**config.mk**
```make
export PLATFORM = sky130hd
export DESIGN_NAME = requested_or_lowest_free_allocator
export DESIGN_NICKNAME = d
export VERILOG_FILES = /design/src/design/rlfa_pkg.sv /design/src/design/rlfa_ctrl.sv /design/src/design/rlfa_dp.sv /design/src/design/requested_or_lowest_free_allocator.sv
export SDC_FILE = /design/constraint.sdc
export NUM_CORES = 2
export LEC_CHECK = 0
export BUFFER_PORTS_ARGS = -buffer_cell sky130_fd_sc_hd__buf_4
export CORE_MARGIN = 2
export CORE_UTILIZATION = 50
export DETAILED_ROUTE_END_ITERATION = 7
export PLACE_DENSITY = 0.66
export REMOVE_ABC_BUFFERS = 1
export SYNTH_ARGS = -nofsm -noshare
export SYNTH_HDL_FRONTEND = slang
export SYNTH_SLANG_ARGS = --single-unit
```
**constraint.sdc**
```tcl
create_clock -name aclk -period 131.2 [get_ports aclk]
set_input_delay 0 -clock aclk [delete_from_list [all_inputs] [get_ports aclk]]
set_output_delay 0 -clock aclk [all_outputs]
set_load 0.005 [all_outputs]
```
**src/design/rlfa_pkg.sv**
```systemverilog
// shared types and constants for the requested-or-lowest-free allocator
// used by rlfa_ctrl, rlfa_dp and requested_or_lowest_free_allocator
package rlfa_pkg;

    // field widths of the stream words and the configuration register
    localparam int ADDR_W    = 10;
    localparam int COUNT_W   = 11;
    localparam int STATUS_W  = 2;
    localparam int CFG_W     = 4;
    localparam int S_TDATA_W = 16;
    localparam int M_TDATA_W = 24;

    // largest address space, 2^MAX_ADDR_BITS slots
    localparam int MAX_ADDR_BITS = ADDR_W;

    localparam logic [CFG_W-1:0] CFG_RESET = 4'd10;

    // opcodes
    localparam logic OP_ALLOC   = 1'b0;
    localparam logic OP_RELEASE = 1'b1;

    // result status codes
    localparam logic [STATUS_W-1:0] ST_OK       = 2'd0;
    localparam logic [STATUS_W-1:0] ST_FULL     = 2'd1;
    localparam logic [STATUS_W-1:0] ST_NOT_HELD = 2'd2;

    // node pointer moves
    localparam logic [2:0] MV_HOLD   = 3'd0;
    localparam logic [2:0] MV_LEAF   = 3'd1;
    localparam logic [2:0] MV_ROOT   = 3'd2;
    localparam logic [2:0] MV_CHILD  = 3'd3;
    localparam logic [2:0] MV_PARENT = 3'd4;
    localparam logic [2:0] MV_NEXT   = 3'd5;

    typedef struct packed {
        logic                load;
        logic                clr_step;
        logic [2:0]          move;
        logic                upd;
        logic                upd_first;
        logic                bit_from_data;
        logic                fin;
        logic [STATUS_W-1:0] status;
        logic                grant;
        logic                cnt_inc;
        logic                cnt_dec;
        logic                out_load;
    } dp_cmd_t;

    typedef struct packed {
        logic leaf_used;
        logic pair_full;
        logic at_bottom;
        logic at_top;
        logic clr_last;
        logic op_release;
        logic out_free;
    } dp_stat_t;

endpackage

```
**src/design/rlfa_ctrl.sv**
```systemverilog
// controller state machine of the allocator: clearing pass, lookup, walk, path update
// depends on rlfa_pkg for the command and status structs
module rlfa_ctrl
    import rlfa_pkg::*;
(
    input  logic     aclk,
    input  logic     aresetn,
    input  logic     s_tvalid,
    output logic     s_tready,
    input  dp_stat_t st,
    output dp_cmd_t  cmd
);

    localparam logic [2:0] S_CLR   = 3'd0;
    localparam logic [2:0] S_IDLE  = 3'd1;
    localparam logic [2:0] S_CHECK = 3'd2;
    localparam logic [2:0] S_ROOT  = 3'd3;
    localparam logic [2:0] S_WALK  = 3'd4;
    localparam logic [2:0] S_UPD   = 3'd5;
    localparam logic [2:0] S_FIN   = 3'd6;

    logic [2:0] state_reg;
    logic [2:0] state_next;

    always_ff @(posedge aclk) begin
        if (!aresetn) begin
            state_reg <= S_CLR;
        end else begin
            state_reg <= state_next;
        end
    end

    always_comb begin
        cmd        = '0;
        cmd.move   = MV_HOLD;
        s_tready   = 1'b0;
        state_next = state_reg;
        unique case (state_reg)
            S_CLR: begin
                cmd.clr_step = 1'b1;
                if (st.clr_last) begin
                    state_next = S_IDLE;
                end else begin
                    cmd.move = MV_NEXT;
                end
            end
            S_IDLE: begin
                s_tready = 1'b1;
                if (s_tvalid) begin
                    cmd.load   = 1'b1;
                    cmd.move   = MV_LEAF;
                    state_next = S_CHECK;
                end
            end
            S_CHECK: begin
                if (st.op_release && !st.leaf_used) begin
                    cmd.fin    = 1'b1;
                    cmd.status = ST_NOT_HELD;
                    state_next = S_FIN;
                end else if (!st.op_release && st.leaf_used) begin
                    cmd.move   = MV_ROOT;
                    state_next = S_ROOT;
                end else begin
                    cmd.upd       = 1'b1;
                    cmd.upd_first = 1'b1;
                end
            end
            S_ROOT, S_WALK: begin
                if (state_reg == S_ROOT && st.pair_full) begin
                    cmd.fin    = 1'b1;
                    cmd.status = ST_FULL;
                    state_next = S_FIN;
                end else if (st.at_bottom) begin
                    cmd.upd           = 1'b1;
                    cmd.upd_first     = 1'b1;
                    cmd.bit_from_data = 1'b1;
                end else begin
                    cmd.move   = MV_CHILD;
                    state_next = S_WALK;
                end
            end
            S_UPD: begin
                cmd.upd = 1'b1;
            end
            S_FIN: begin
                if (st.out_free) begin
                    cmd.out_load = 1'b1;
                    state_next   = S_IDLE;
                end
            end
            default: begin
                state_next = S_CLR;
            end
        endcase

        // one tree level per cycle, finishing once the top pair is written
        if (cmd.upd) begin
            if (st.at_top) begin
                cmd.fin     = 1'b1;
                cmd.status  = ST_OK;
                cmd.grant   = !st.op_release;
                cmd.cnt_inc = !st.op_release;
                cmd.cnt_dec = st.op_release;
                state_next  = S_FIN;
            end else begin
                cmd.move   = MV_PARENT;
                state_next = S_UPD;
            end
        end
    end

    a_one_word: assert property (@(posedge aclk) disable iff (!aresetn)
        (s_tvalid && s_tready) |=> !s_tready)
        else $error("second word accepted while one is in flight");

    a_upd_contiguous: assert property (@(posedge aclk) disable iff (!aresetn)
        (cmd.upd && !cmd.upd_first) |-> $past(cmd.upd))
        else $error("path update resumed after a gap");

    a_fin_once: assert property (@(posedge aclk) disable iff (!aresetn)
        cmd.fin |=> !cmd.fin)
        else $error("two completions for one word");

endmodule

```
**src/design/rlfa_dp.sv**
```systemverilog
// datapath of the allocator: pair memory of full marks, node pointer, count, output register
// depends on rlfa_pkg; driven by rlfa_ctrl
module rlfa_dp
    import rlfa_pkg::*;
(
    input  logic                  aclk,
    input  logic                  aresetn,
    input  dp_cmd_t               cmd,
    output dp_stat_t              st,
    input  logic                  cfg_we,
    input  logic [CFG_W-1:0]      cfg_wdata,
    input  logic [S_TDATA_W-1:0]  s_tdata,
    input  logic                  s_tuser,
    input  logic                  m_tready,
    output logic                  m_tvalid,
    output logic [M_TDATA_W-1:0]  m_tdata,
    output logic [STATUS_W-1:0]   m_tuser
);

    localparam int AW     = MAX_ADDR_BITS;
    localparam int CW     = MAX_ADDR_BITS + 1;
    localparam int KW     = $clog2(MAX_ADDR_BITS + 1);
    localparam int LEAVES = 1 << MAX_ADDR_BITS;
    localparam int INNER  = LEAVES - 1;
    localparam int PAD_W  = M_TDATA_W - COUNT_W - ADDR_W;
    localparam logic [AW-1:0] BOTTOM   = AW'((LEAVES / 2) - 1);
    localparam logic [AW-1:0] LAST_IDX = AW'(INNER - 1);

    // entry n holds the full marks of the two children of heap node n
    logic [1:0] pair_mem [0:INNER-1];
    logic [1:0] rd_data_reg;

    logic [CFG_W-1:0]    cfg_reg;
    logic [AW-1:0]       pidx_reg, pidx_next;
    logic                cbit_reg, cbit_next;
    logic                full_reg;
    logic                set_reg;
    logic                op_reg;
    logic [AW-1:0]       slot_reg;
    logic [CW-1:0]       count_reg;
    logic [STATUS_W-1:0] status_reg;
    logic [ADDR_W-1:0]   granted_reg;
    logic                m_tvalid_reg;
    logic [M_TDATA_W-1:0] m_tdata_reg;
    logic [STATUS_W-1:0] m_tuser_reg;

    logic [KW-1:0] k_act;
    logic [AW:0]   span;
    logic [AW-1:0] addr_mask, req_slot, leaf_par, root_idx, child_idx, parent_idx, leaf_slot;
    logic          eff_bit, new_val;
    logic [1:0]    new_pair, wr_data;
    logic          wr_en;

    always_comb begin
        if (cfg_reg == '0) begin
            k_act = KW'(1);
        end else if (int'(cfg_reg) > MAX_ADDR_BITS) begin
            k_act = KW'(MAX_ADDR_BITS);
        end else begin
            k_act = KW'(cfg_reg);
        end
    end

    assign span       = (AW+1)'(1) << k_act;
    assign addr_mask  = AW'(span - (AW+1)'(1));
    assign req_slot   = AW'(s_tdata[ADDR_W-1:0]) & addr_mask;
    assign leaf_par   = (req_slot >> 1) + BOTTOM;
    assign root_idx   = (AW'(1) << (AW - int'(k_act))) - AW'(1);
    assign child_idx  = AW'({pidx_reg, 1'b0}) + AW'(1) + AW'(rd_data_reg[0]);
    assign parent_idx = (pidx_reg - AW'(1)) >> 1;
    assign leaf_slot  = AW'({pidx_reg - BOTTOM, rd_data_reg[0]});

    assign eff_bit = cmd.bit_from_data ? rd_data_reg[0] : cbit_reg;
    assign new_val = cmd.upd_first ? set_reg : (set_reg & full_reg);

    always_comb begin
        new_pair          = rd_data_reg;
        new_pair[eff_bit] = new_val;
    end

    assign wr_en   = cmd.upd | cmd.clr_step;
    assign wr_data = cmd.clr_step ? 2'b00 : new_pair;

    always_comb begin
        pidx_next = pidx_reg;
        cbit_next = cbit_reg;
        case (cmd.move)
            MV_LEAF: begin
                pidx_next = leaf_par;
                cbit_next = req_slot[0];
            end
            MV_ROOT:   pidx_next = root_idx;
            MV_CHILD:  pidx_next = child_idx;
            MV_PARENT: begin
                pidx_next = parent_idx;
                cbit_next = ~pidx_reg[0];
            end
            MV_NEXT:   pidx_next = pidx_reg + AW'(1);
            default:   pidx_next = pidx_reg;
        endcase
    end

    always_ff @(posedge aclk) begin
        if (wr_en) begin
            pair_mem[pidx_reg] <= wr_data;
        end
        rd_data_reg <= pair_mem[pidx_next];
    end

    always_ff @(posedge aclk) begin
        if (!aresetn) begin
            cfg_reg      <= CFG_RESET;
            pidx_reg     <= '0;
            count_reg    <= '0;
            m_tvalid_reg <= 1'b0;
        end else begin
            if (cfg_we) begin
                cfg_reg <= cfg_wdata;
            end
            pidx_reg <= pidx_next;
            if (cmd.fin && cmd.cnt_inc) begin
                count_reg <= count_reg + CW'(1);
            end else if (cmd.fin && cmd.cnt_dec) begin
                count_reg <= count_reg - CW'(1);
            end
            if (cmd.out_load) begin
                m_tvalid_reg <= 1'b1;
            end else if (m_tready) begin
                m_tvalid_reg <= 1'b0;
            end
        end
    end

    always_ff @(posedge aclk) begin
        cbit_reg <= cbit_next;
        if (cmd.upd) begin
            full_reg <= &new_pair;
        end
        if (cmd.load) begin
            op_reg   <= s_tuser;
            set_reg  <= (s_tuser == OP_ALLOC);
            slot_reg <= req_slot;
        end else if (cmd.bit_from_data) begin
            slot_reg <= leaf_slot;
        end
        if (cmd.fin) begin
            status_reg  <= cmd.status;
            granted_reg <= cmd.grant ? ADDR_W'(slot_reg) : '0;
        end
        if (cmd.out_load) begin
            m_tdata_reg <= {{PAD_W{1'b0}}, COUNT_W'(count_reg), granted_reg};
            m_tuser_reg <= status_reg;
        end
    end

    assign st.leaf_used  = rd_data_reg[cbit_reg];
    assign st.pair_full  = &rd_data_reg;
    assign st.at_bottom  = (pidx_reg >= BOTTOM);
    assign st.at_top     = (pidx_reg == '0);
    assign st.clr_last   = (pidx_reg == LAST_IDX);
    assign st.op_release = (op_reg == OP_RELEASE);
    assign st.out_free   = !m_tvalid_reg || m_tready;

    assign m_tvalid = m_tvalid_reg;
    assign m_tdata  = m_tdata_reg;
    assign m_tuser  = m_tuser_reg;

    a_count_bound: assert property (@(posedge aclk) disable iff (!aresetn)
        count_reg <= CW'(LEAVES))
        else $error("allocated count beyond address space");

    a_count_only_on_fin: assert property (@(posedge aclk) disable iff (!aresetn)
        !cmd.fin |=> $stable(count_reg))
        else $error("allocated count moved outside completion");

    a_fail_no_grant: assert property (@(posedge aclk) disable iff (!aresetn)
        (m_tvalid && m_tuser != ST_OK) |-> (m_tdata[ADDR_W-1:0] == '0))
        else $error("failed word carries a granted address");

endmodule

```
**src/design/requested_or_lowest_free_allocator.sv**
```systemverilog
// requested-or-lowest-free address allocator top level: rlfa_ctrl plus rlfa_dp, uses rlfa_pkg
// a release of a free address ends at the lookup, a full address space at the root check, a
//   granted request or release after the path update, and a request whose slot is taken after a
//   walk and update; next word taken the cycle after the result is registered (one word in flight)
// the walk and path update go one tree level per cycle, one read and one write of the pair memory
// reset: synchronous active-low; a clearing pass wipes all the full marks before use
module requested_or_lowest_free_allocator
    import rlfa_pkg::*;
(
    input  logic                  aclk,
    input  logic                  aresetn,
    // configuration: active address bits
    input  logic                  cfg_we,
    input  logic [CFG_W-1:0]      cfg_wdata,
    // request words
    input  logic                  s_tvalid,
    output logic                  s_tready,
    input  logic [S_TDATA_W-1:0]  s_tdata,   // [9:0] address, rest zero
    input  logic                  s_tuser,   // [0] opcode
    // result words
    output logic                  m_tvalid,
    input  logic                  m_tready,
    output logic [M_TDATA_W-1:0]  m_tdata,   // [9:0] granted_address, [20:10] used_count
    output logic [STATUS_W-1:0]   m_tuser    // [1:0] status
);

    // command and status between the sequencer and the datapath
    dp_cmd_t  cmd;
    dp_stat_t st;

    // sequencer: clearing pass, lookup of the requested slot, walk, path update
    rlfa_ctrl u_ctrl (
        .aclk     (aclk),
        .aresetn  (aresetn),
        .s_tvalid (s_tvalid),
        .s_tready (s_tready),
        .st       (st),
        .cmd      (cmd)
    );

    // datapath: full-mark memory, node pointer, used count and the result register
    rlfa_dp u_dp (
        .aclk      (aclk),
        .aresetn   (aresetn),
        .cmd       (cmd),
        .st        (st),
        .cfg_we    (cfg_we),
        .cfg_wdata (cfg_wdata),
        .s_tdata   (s_tdata),
        .s_tuser   (s_tuser),
        .m_tready  (m_tready),
        .m_tvalid  (m_tvalid),
        .m_tdata   (m_tdata),
        .m_tuser   (m_tuser)
    );

endmodule
```
==> Word-level counts from Yosys, hierarchy flattened <==
Memory sizes are Yosys's and may differ from the RTL's. A register that Yosys moved wholly into a read port is not among the register bits.
Cells that the tools add are included.
{ "word_totals": {"mem_count": 1, "elab_cells": 132, "input_bits": 26, "output_inout_bits": 28, "reg_bits": 78, "ram_bits": 2046} }
{ "mem_list": {"columns": ["memory", "depth", "word_bits", "rd", "rd_ports_with_merged_regs", "write_ports", "line", "source"], "rows": [
  ["u_dp.pair_mem", 1023, 2, 1, 1, 1, "rlfa_dp.sv:30", "logic [1:0] pair_mem [0:INNER-1];"]
]} }
{ "op_classes": {"n_bitwise": 5, "n_lt_le_gt_ge": 5, "add_sub_neg": 11, "eq_ne": 18, "mux": 55, "shift": 2, "n_reduce_logical": 21} }
{ "op_table": {"columns": ["operator", "count"], "rows": [
  ["one-hot mux 10 bit (5 select lines)", 1],
  ["two-way mux 3 bit", 14],
  ["<< shifter 1 x 32 -> 10 bit (first input constant)", 1],
  ["two-way mux 11 bit", 2],
  ["adder 10 x 1 -> 10 bit (second input constant)", 2],
  ["two-way mux 10 bit", 2],
  ["subtractor 10 x 1 -> 10 bit (second input constant)", 2],
  ["one-hot mux 3 bit (6 select lines)", 1],
  ["two-way mux 1 bit", 17],
  ["equality test 3 bit (second input constant)", 5],
  ["equality test 3 x 2 -> 1 bit (second input constant)", 4],
  ["two-way mux 4 bit", 3],
  ["two-way mux 6 bit", 2],
  ["one-hot mux 3 bit (4 select lines)", 1],
  ["adder 11 x 1 -> 11 bit (second input constant)", 1],
  ["subtractor 11 x 1 -> 11 bit (second input constant)", 1],
  ["adder 10 x 1 -> 10 bit", 1],
  ["adder 9 x 9 -> 10 bit (second input constant)", 1],
  ["AND 10 bit", 1],
  ["equality test 10 bit (second input constant)", 1],
  ["greater-or-equal comparator 10 x 9 -> 1 bit (second input constant)", 1],
  ["logical NOT 10 bit", 1],
  ["two-way mux 2 bit", 5],
  ["<< shifter 1 x 4 -> 10 bit (first input constant)", 1],
  ["29 further kinds", 46]
]} }

==> Logic depth before layout (Yosys ltp) <==
{ "depth": {"depth_word": 11, "mapped_depth": 31, "mapped_depth_nobuf": 24} }

==> Hierarchy <==
From an unflattened synthesis, not the netlist that was laid out.
{ "unflattened": {"hier_cells": 7492, "area_unflattened_um2": 91208.7} }
{ "modules_own_cells": {"columns": ["module", "n_inst", "seq_area_each_um2", "cells_each", "area_each_um2"], "rows": [
  ["rlfa_dp", 1, 63470.9, 7422, 90695.7],
  ["rlfa_ctrl", 1, 60.1, 70, 513.0]
]} }

==> Worst setup path after synthesis <==
No wires, ideal clock.
{ "synth_path": {"kind": "register -> register", "from": "register u_dp.pidx_reg[0]", "to": "memory u_dp.pair_mem[0][0] (data pin)", "setup_time_ns": 7.763, "path_slack_ns": 83.652, "arrival_time_ns": 39.785, "n_path_buf": 0, "required_ns": 123.437, "synth_period_minus_slack_ns": 47.548, "path_stages_with_launch": 8, "path_cell_list": "dfxtp_1 > ha_1 > nand4_1 > o21bai_1 > nand2_1 > a21boi_0 > nor3_1 > nor3_1"} }
{ "synth_via": {"elab_chain_len": 11, "elab_cells_between_ends": 14, "classes_between": "order compare (3); mux (10); reduce/logical (1)"} }
{ "synth_rtl": {"columns": ["element", "line", "source"], "rows": [
  ["start: declaration", "rlfa_dp.sv:34", "logic [AW-1:0] pidx_reg, pidx_next;"],
  ["start signal: assignment", "rlfa_dp.sv:120", "pidx_reg <= pidx_next;"],
  ["greater-or-equal comparator 10 x 9 -> 1 bit *", "rlfa_dp.sv:158", "assign st.at_bottom = (pidx_reg >= BOTTOM);"],
  ["two-way mux 3 bit *", "rlfa_ctrl.sv:73", "end else if (st.at_bottom) begin"],
  ["two-way mux 5 bit *", "rlfa_ctrl.sv:69", "if (state_reg == S_ROOT && st.pair_full) begin"],
  ["two-way mux 1 bit", "rlfa_ctrl.sv:38", "unique case (state_reg)"],
  ["two-way mux 1 bit", "rlfa_dp.sv:73", "assign eff_bit = cmd.bit_from_data ? rd_data_reg[0] : cbit_reg;"],
  ["less-than comparator 1 x 2 -> 1 bit (not written as such) or greater-or-equal comparator 1 bit (tied branches)", "rlfa_dp.sv:78", "new_pair[eff_bit] = new_val;"],
  ["logical AND 1 bit (not written as such)", "rlfa_dp.sv:78", null],
  ["two-way mux 1 bit (not written as such)", "rlfa_dp.sv:78", null],
  ["demux 1 bit (select 1 bit)", null, null],
  ["bitwise mux 2 bit *", "rlfa_dp.sv:78", null],
  ["two-way mux 2 bit *", "rlfa_dp.sv:82", "assign wr_data = cmd.clr_step ? 2'b00 : new_pair;"],
  ["net u_dp.wr_data[0]", "rlfa_dp.sv:51", "logic [1:0] new_pair, wr_data;"],
  ["end: declaration", "rlfa_dp.sv:30", null]
]} }
Mark *: on every way through the listed nets, which the timed path passes. The rest lies on a longest branch.

==> Worst setup path in the final report <==
{ "layout_path": {"from": "register u_dp.cfg_reg[2]", "to": "register u_dp.rd_data_reg[0] (read register of u_dp.pair_mem)"} }
{ "layout_via": {"elab_chain_len": 8, "elab_cells_between_ends": 12, "classes_between": "add/sub (4); order compare (1); shift (2); mux (3); bitwise (1); reduce/logical (1)"} }
{ "layout_rtl": {"columns": ["element", "line", "source"], "rows": [
  ["start: declaration", "rlfa_dp.sv:33", "logic [CFG_W-1:0] cfg_reg;"],
  ["start signal: assignment", "rlfa_dp.sv:118", "cfg_reg <= cfg_wdata;"],
  ["greater-than comparator 4 bit", "rlfa_dp.sv:57", "end else if (int'(cfg_reg) > MAX_ADDR_BITS) begin"],
  ["two-way mux 4 bit", "rlfa_dp.sv:57", null],
  ["two-way mux 4 bit *", "rlfa_dp.sv:55", "if (cfg_reg == '0) begin"],
  ["<< shifter 1 x 4 -> 10 bit", "rlfa_dp.sv:64", "assign span = (AW+1)'(1) << k_act;"],
  ["subtractor 10 x 1 -> 10 bit", "rlfa_dp.sv:65", "assign addr_mask = AW'(span - (AW+1)'(1));"],
  ["AND 10 bit", "rlfa_dp.sv:66", "assign req_slot = AW'(s_tdata[ADDR_W-1:0]) & addr_mask;"],
  ["adder 9 x 9 -> 10 bit", "rlfa_dp.sv:67", "assign leaf_par = (req_slot >> 1) + BOTTOM;"],
  ["one-hot mux 10 bit (5 select lines) *", "rlfa_dp.sv:87", "case (cmd.move)"],
  ["end: declaration", "rlfa_dp.sv:31", "logic [1:0] rd_data_reg;"]
]} }
Every way passes the cells marked *; elsewhere a longest branch is shown, timed or not.
A chain may end at the register's enable or synchronous reset.

==> flow_summary.ini <==
[status]
outcome = finished, final reports clean

[clock_network]
h-tree-depth = 4
cts-buffers-inserted = 212
cts_tree = built
cts_setup_buffers = 0
clock_path_buffers = 3
root_buffer = clkbuf_16
cts_sinks = 2126
clk_pin_slew_ps = 60
clock_latency_ps = 880

[yosys]
synthCells = 7231
synth_edf_count = 2095
ys_seq_elements = 2126
syn_area_um2 = 90600
syn_area_per_cell_um2 = 12.5
synth_ff_type = edfxtp_1
ys_seq_area_share_pct = 70.1
yosys_warnings = 0
synth_cell_types = 98
async_flop_share_pct = 0

[route]
avgViaCountPerCell = 6.50
vias = 62600
first_pass_iters = 6
drt-total-wl_mm = 285
ant_nets = 0
drc = 0
avgRoutedWirePerCell_um = 29.6
drt-initial-drc-count = 10300

[sta]
slew_headroom_pct = 4.31
finalCriticalPeriod_ps = 10410
setup_tns_ps = 0
setup_viol = 0
hold_violations = 0
worst_pin_slew_ps = 1420
period_share_pct = 7.94
skew_ps = 36.8
rsz0062_at_grt = false
slew_viol_final = 0
fmax_ghz = 0.0960

[critical_path]
crit_required_ps = 131930
path_class = flop to flop
r2r_slack_ps = 120790
end_kind = flop
cp_max_fo = 123
arrival_ps = 11150
cp-start-kind = flop

[grt]
grt_usage_pct = 30.2
grt_max_degree = 244
grt_overflow = 0
grt_pass1_vias = 59900
grt_first_pass_wirelength_mm = 407
antenna_found_initial = 12

[placed_design]
port-buffer-count = 44
gp_congestion = 0.917
placed_cells = 9191
dp_hpwl_mm = 154

[min_path]
hold_path.class = input port to flop

[cells_and_area]
largest_reg_flops = 2046
nets = 7123
final_cells = 9620
drive_gt1_share_pct = 8.88
syn_to_final_growth_pct = 10.0

[job]
drv_cap = 0

[die]
start_util_pct = 50.2
die_h_um = 430
die-area_um2 = 185000
boundaryPins = 54
die_w_um = 430
core_region_area_um2 = 180000
core.rowCount = 156
-- placed cells by master, fill, tap and decap left out, types with 56 or more instances in the layout --
master / Yosys / routed
edfxtp_1: 2095 / 2095
nand2_1: 1252 / 1238
nor2_1: 1116 / 1105
a21oi_1: 300 / 298
nand3_1: 283 / 272
clkbuf_16: 0 / 213
and3_1: 204 / 204
buf_4: 60 / 198
a211oi_1: 164 / 164
a311oi_1: 143 / 143
a31oi_1: 129 / 129
a221oi_1: 105 / 105
mux2i_1: 102 / 102
clkbuf_1: 331 / 63
o21ai_0: 62 / 62
mux4_2: 56 / 56
-- synthesized netlist by cell type (all sizes together) (7+ instances only) --
cell type | n | area [um2]
edfxtp | 2095 | 62900
nand2 | 1253 | 4710
nor2 | 1120 | 4210
clkbuf | 331 | 1240
a21oi | 301 | 1520
buf | 293 | 1590
nand3 | 283 | 1420
and3 | 204 | 1280
a211oi | 164 | 1230
a311oi | 143 | 1250
a31oi | 129 | 807
a221oi | 105 | 920
mux2i | 102 | 1020
o21ai | 64 | 320
mux4 | 56 | 1260
nor3 | 49 | 250
o22ai | 45 | 282
nand4 | 34 | 213
dfxtp | 31 | 621
nor4 | 31 | 194
inv | 30 | 113
a22oi | 27 | 203
ha | 26 | 325
xor2 | 23 | 201
and2 | 21 | 131
nand2b | 21 | 131
nor2b | 17 | 106
xnor2 | 17 | 149
o211ai | 15 | 145
a2111oi | 14 | 123
a32oi | 13 | 133
a22o | 12 | 105
mux2 | 10 | 113
nor3b | 10 | 80.1
o31ai | 10 | 75.1
o21a | 9 | 67.6
o21bai | 9 | 78.8
a21o | 8 | 60.1
o221ai | 7 | 61.3
o32ai | 7 | 61.3
-- area by class of cell --
class	count	area (um2)
fillers	14800	80700
flip-flops and latches	2126	63500
multi-input cells	4453	24400
clock buffers	276	5570
well taps	2370	2970
repair buffers	247	2120
clock inverters	113	897
inverters	30	113
diodes	5	12.5
-- critical path: stages (launching register included) --
cell and delay [ps]:
dfxtp_1 840, nor2_1 160, nand2_1 110, nand2_1 50
o21a_1 190, inv_1 90, ha_1 340, nand2_1 130
ha_1 270, nand2b_1 150, mux2_2 330, ha_1 300
nor2_1 140, a21oi_1 110, o2111a_1 310, nor2_4 660
buf_4 580, buf_12 530, buf_4 880, buf_4 710
mux2i_1 250, a221oi_1 120, nor4_1 420, o22ai_1 200
nor3_1 1120, o311a_1 460, a41oi_1 190, mux2_1 460
-- final timing paths --
path                                     start                          end  cells past startpoint
max reg2reg       u_dp.cfg_reg[2]$_SDFFE_PN0P_  u_dp.rd_data_reg[0]$_DFF_P_                     27
min reg2reg  u_dp.granted_reg[0]$_SDFFCE_PN0P_    u_dp.m_tdata[0]$_DFFE_PP_                      0
min                                 s_tdata[0]      u_dp.cbit_reg$_DFFE_PP_                      4
max               u_dp.cfg_reg[2]$_SDFFE_PN0P_  u_dp.rd_data_reg[0]$_DFF_P_                     27
-- repair_timing --
action,4_1_cts,5_1_grt
endpoints found under the hold margin,62,0
hold buffers,35,0
gates resized for setup,0,0
-- cell families (layout without fill, tap and decap cells) --
logic type / after synthesis / after routing / synth area share, %
other: 1 / 8 / 0.00414
adder cells (fa/ha/maj): 27 / 27 / 0.381
multiplexers: 168 / 168 / 2.64
buffers and inverters: 654 / 666 / 3.25
AND/OR/NAND/NOR: 3071 / 3071 / 14.3
AO/OA/AOI/OAI: 1144 / 1144 / 8.90
flip-flops: 2126 / 2126 / 70.1
XOR/XNOR: 40 / 40 / 0.387
-- through the flow --
stage | worst slack [ps] | area [um2] | hold slack, ps | util, %
after CTS | 121160 | 99600 | 129 | 55.2
after floorplan | 83380 | 87800 | 61.9 | -
after global placement | 121240 | 92800 | 201 | 51.5
after detailed placement | 121200 | 92800 | 201 | 51.5
after global routing | 120450 | 99600 | 173 | 55.2
final | 120790 | 99600 | 183 | 55.2
-- metal layers --
metal	vias to the layer above	track usage (%)	part of all wire [%]
li1	26500	-	-
met1	31200	40.4	37
met2	4089	46.5	45
met3	786	6.60	12
met4	16	15.6	5.8
met5	-	0	0.032
Power is not shown: default switching activity piles up to over one toggle a cycle in this logic, so the estimate is an artifact.
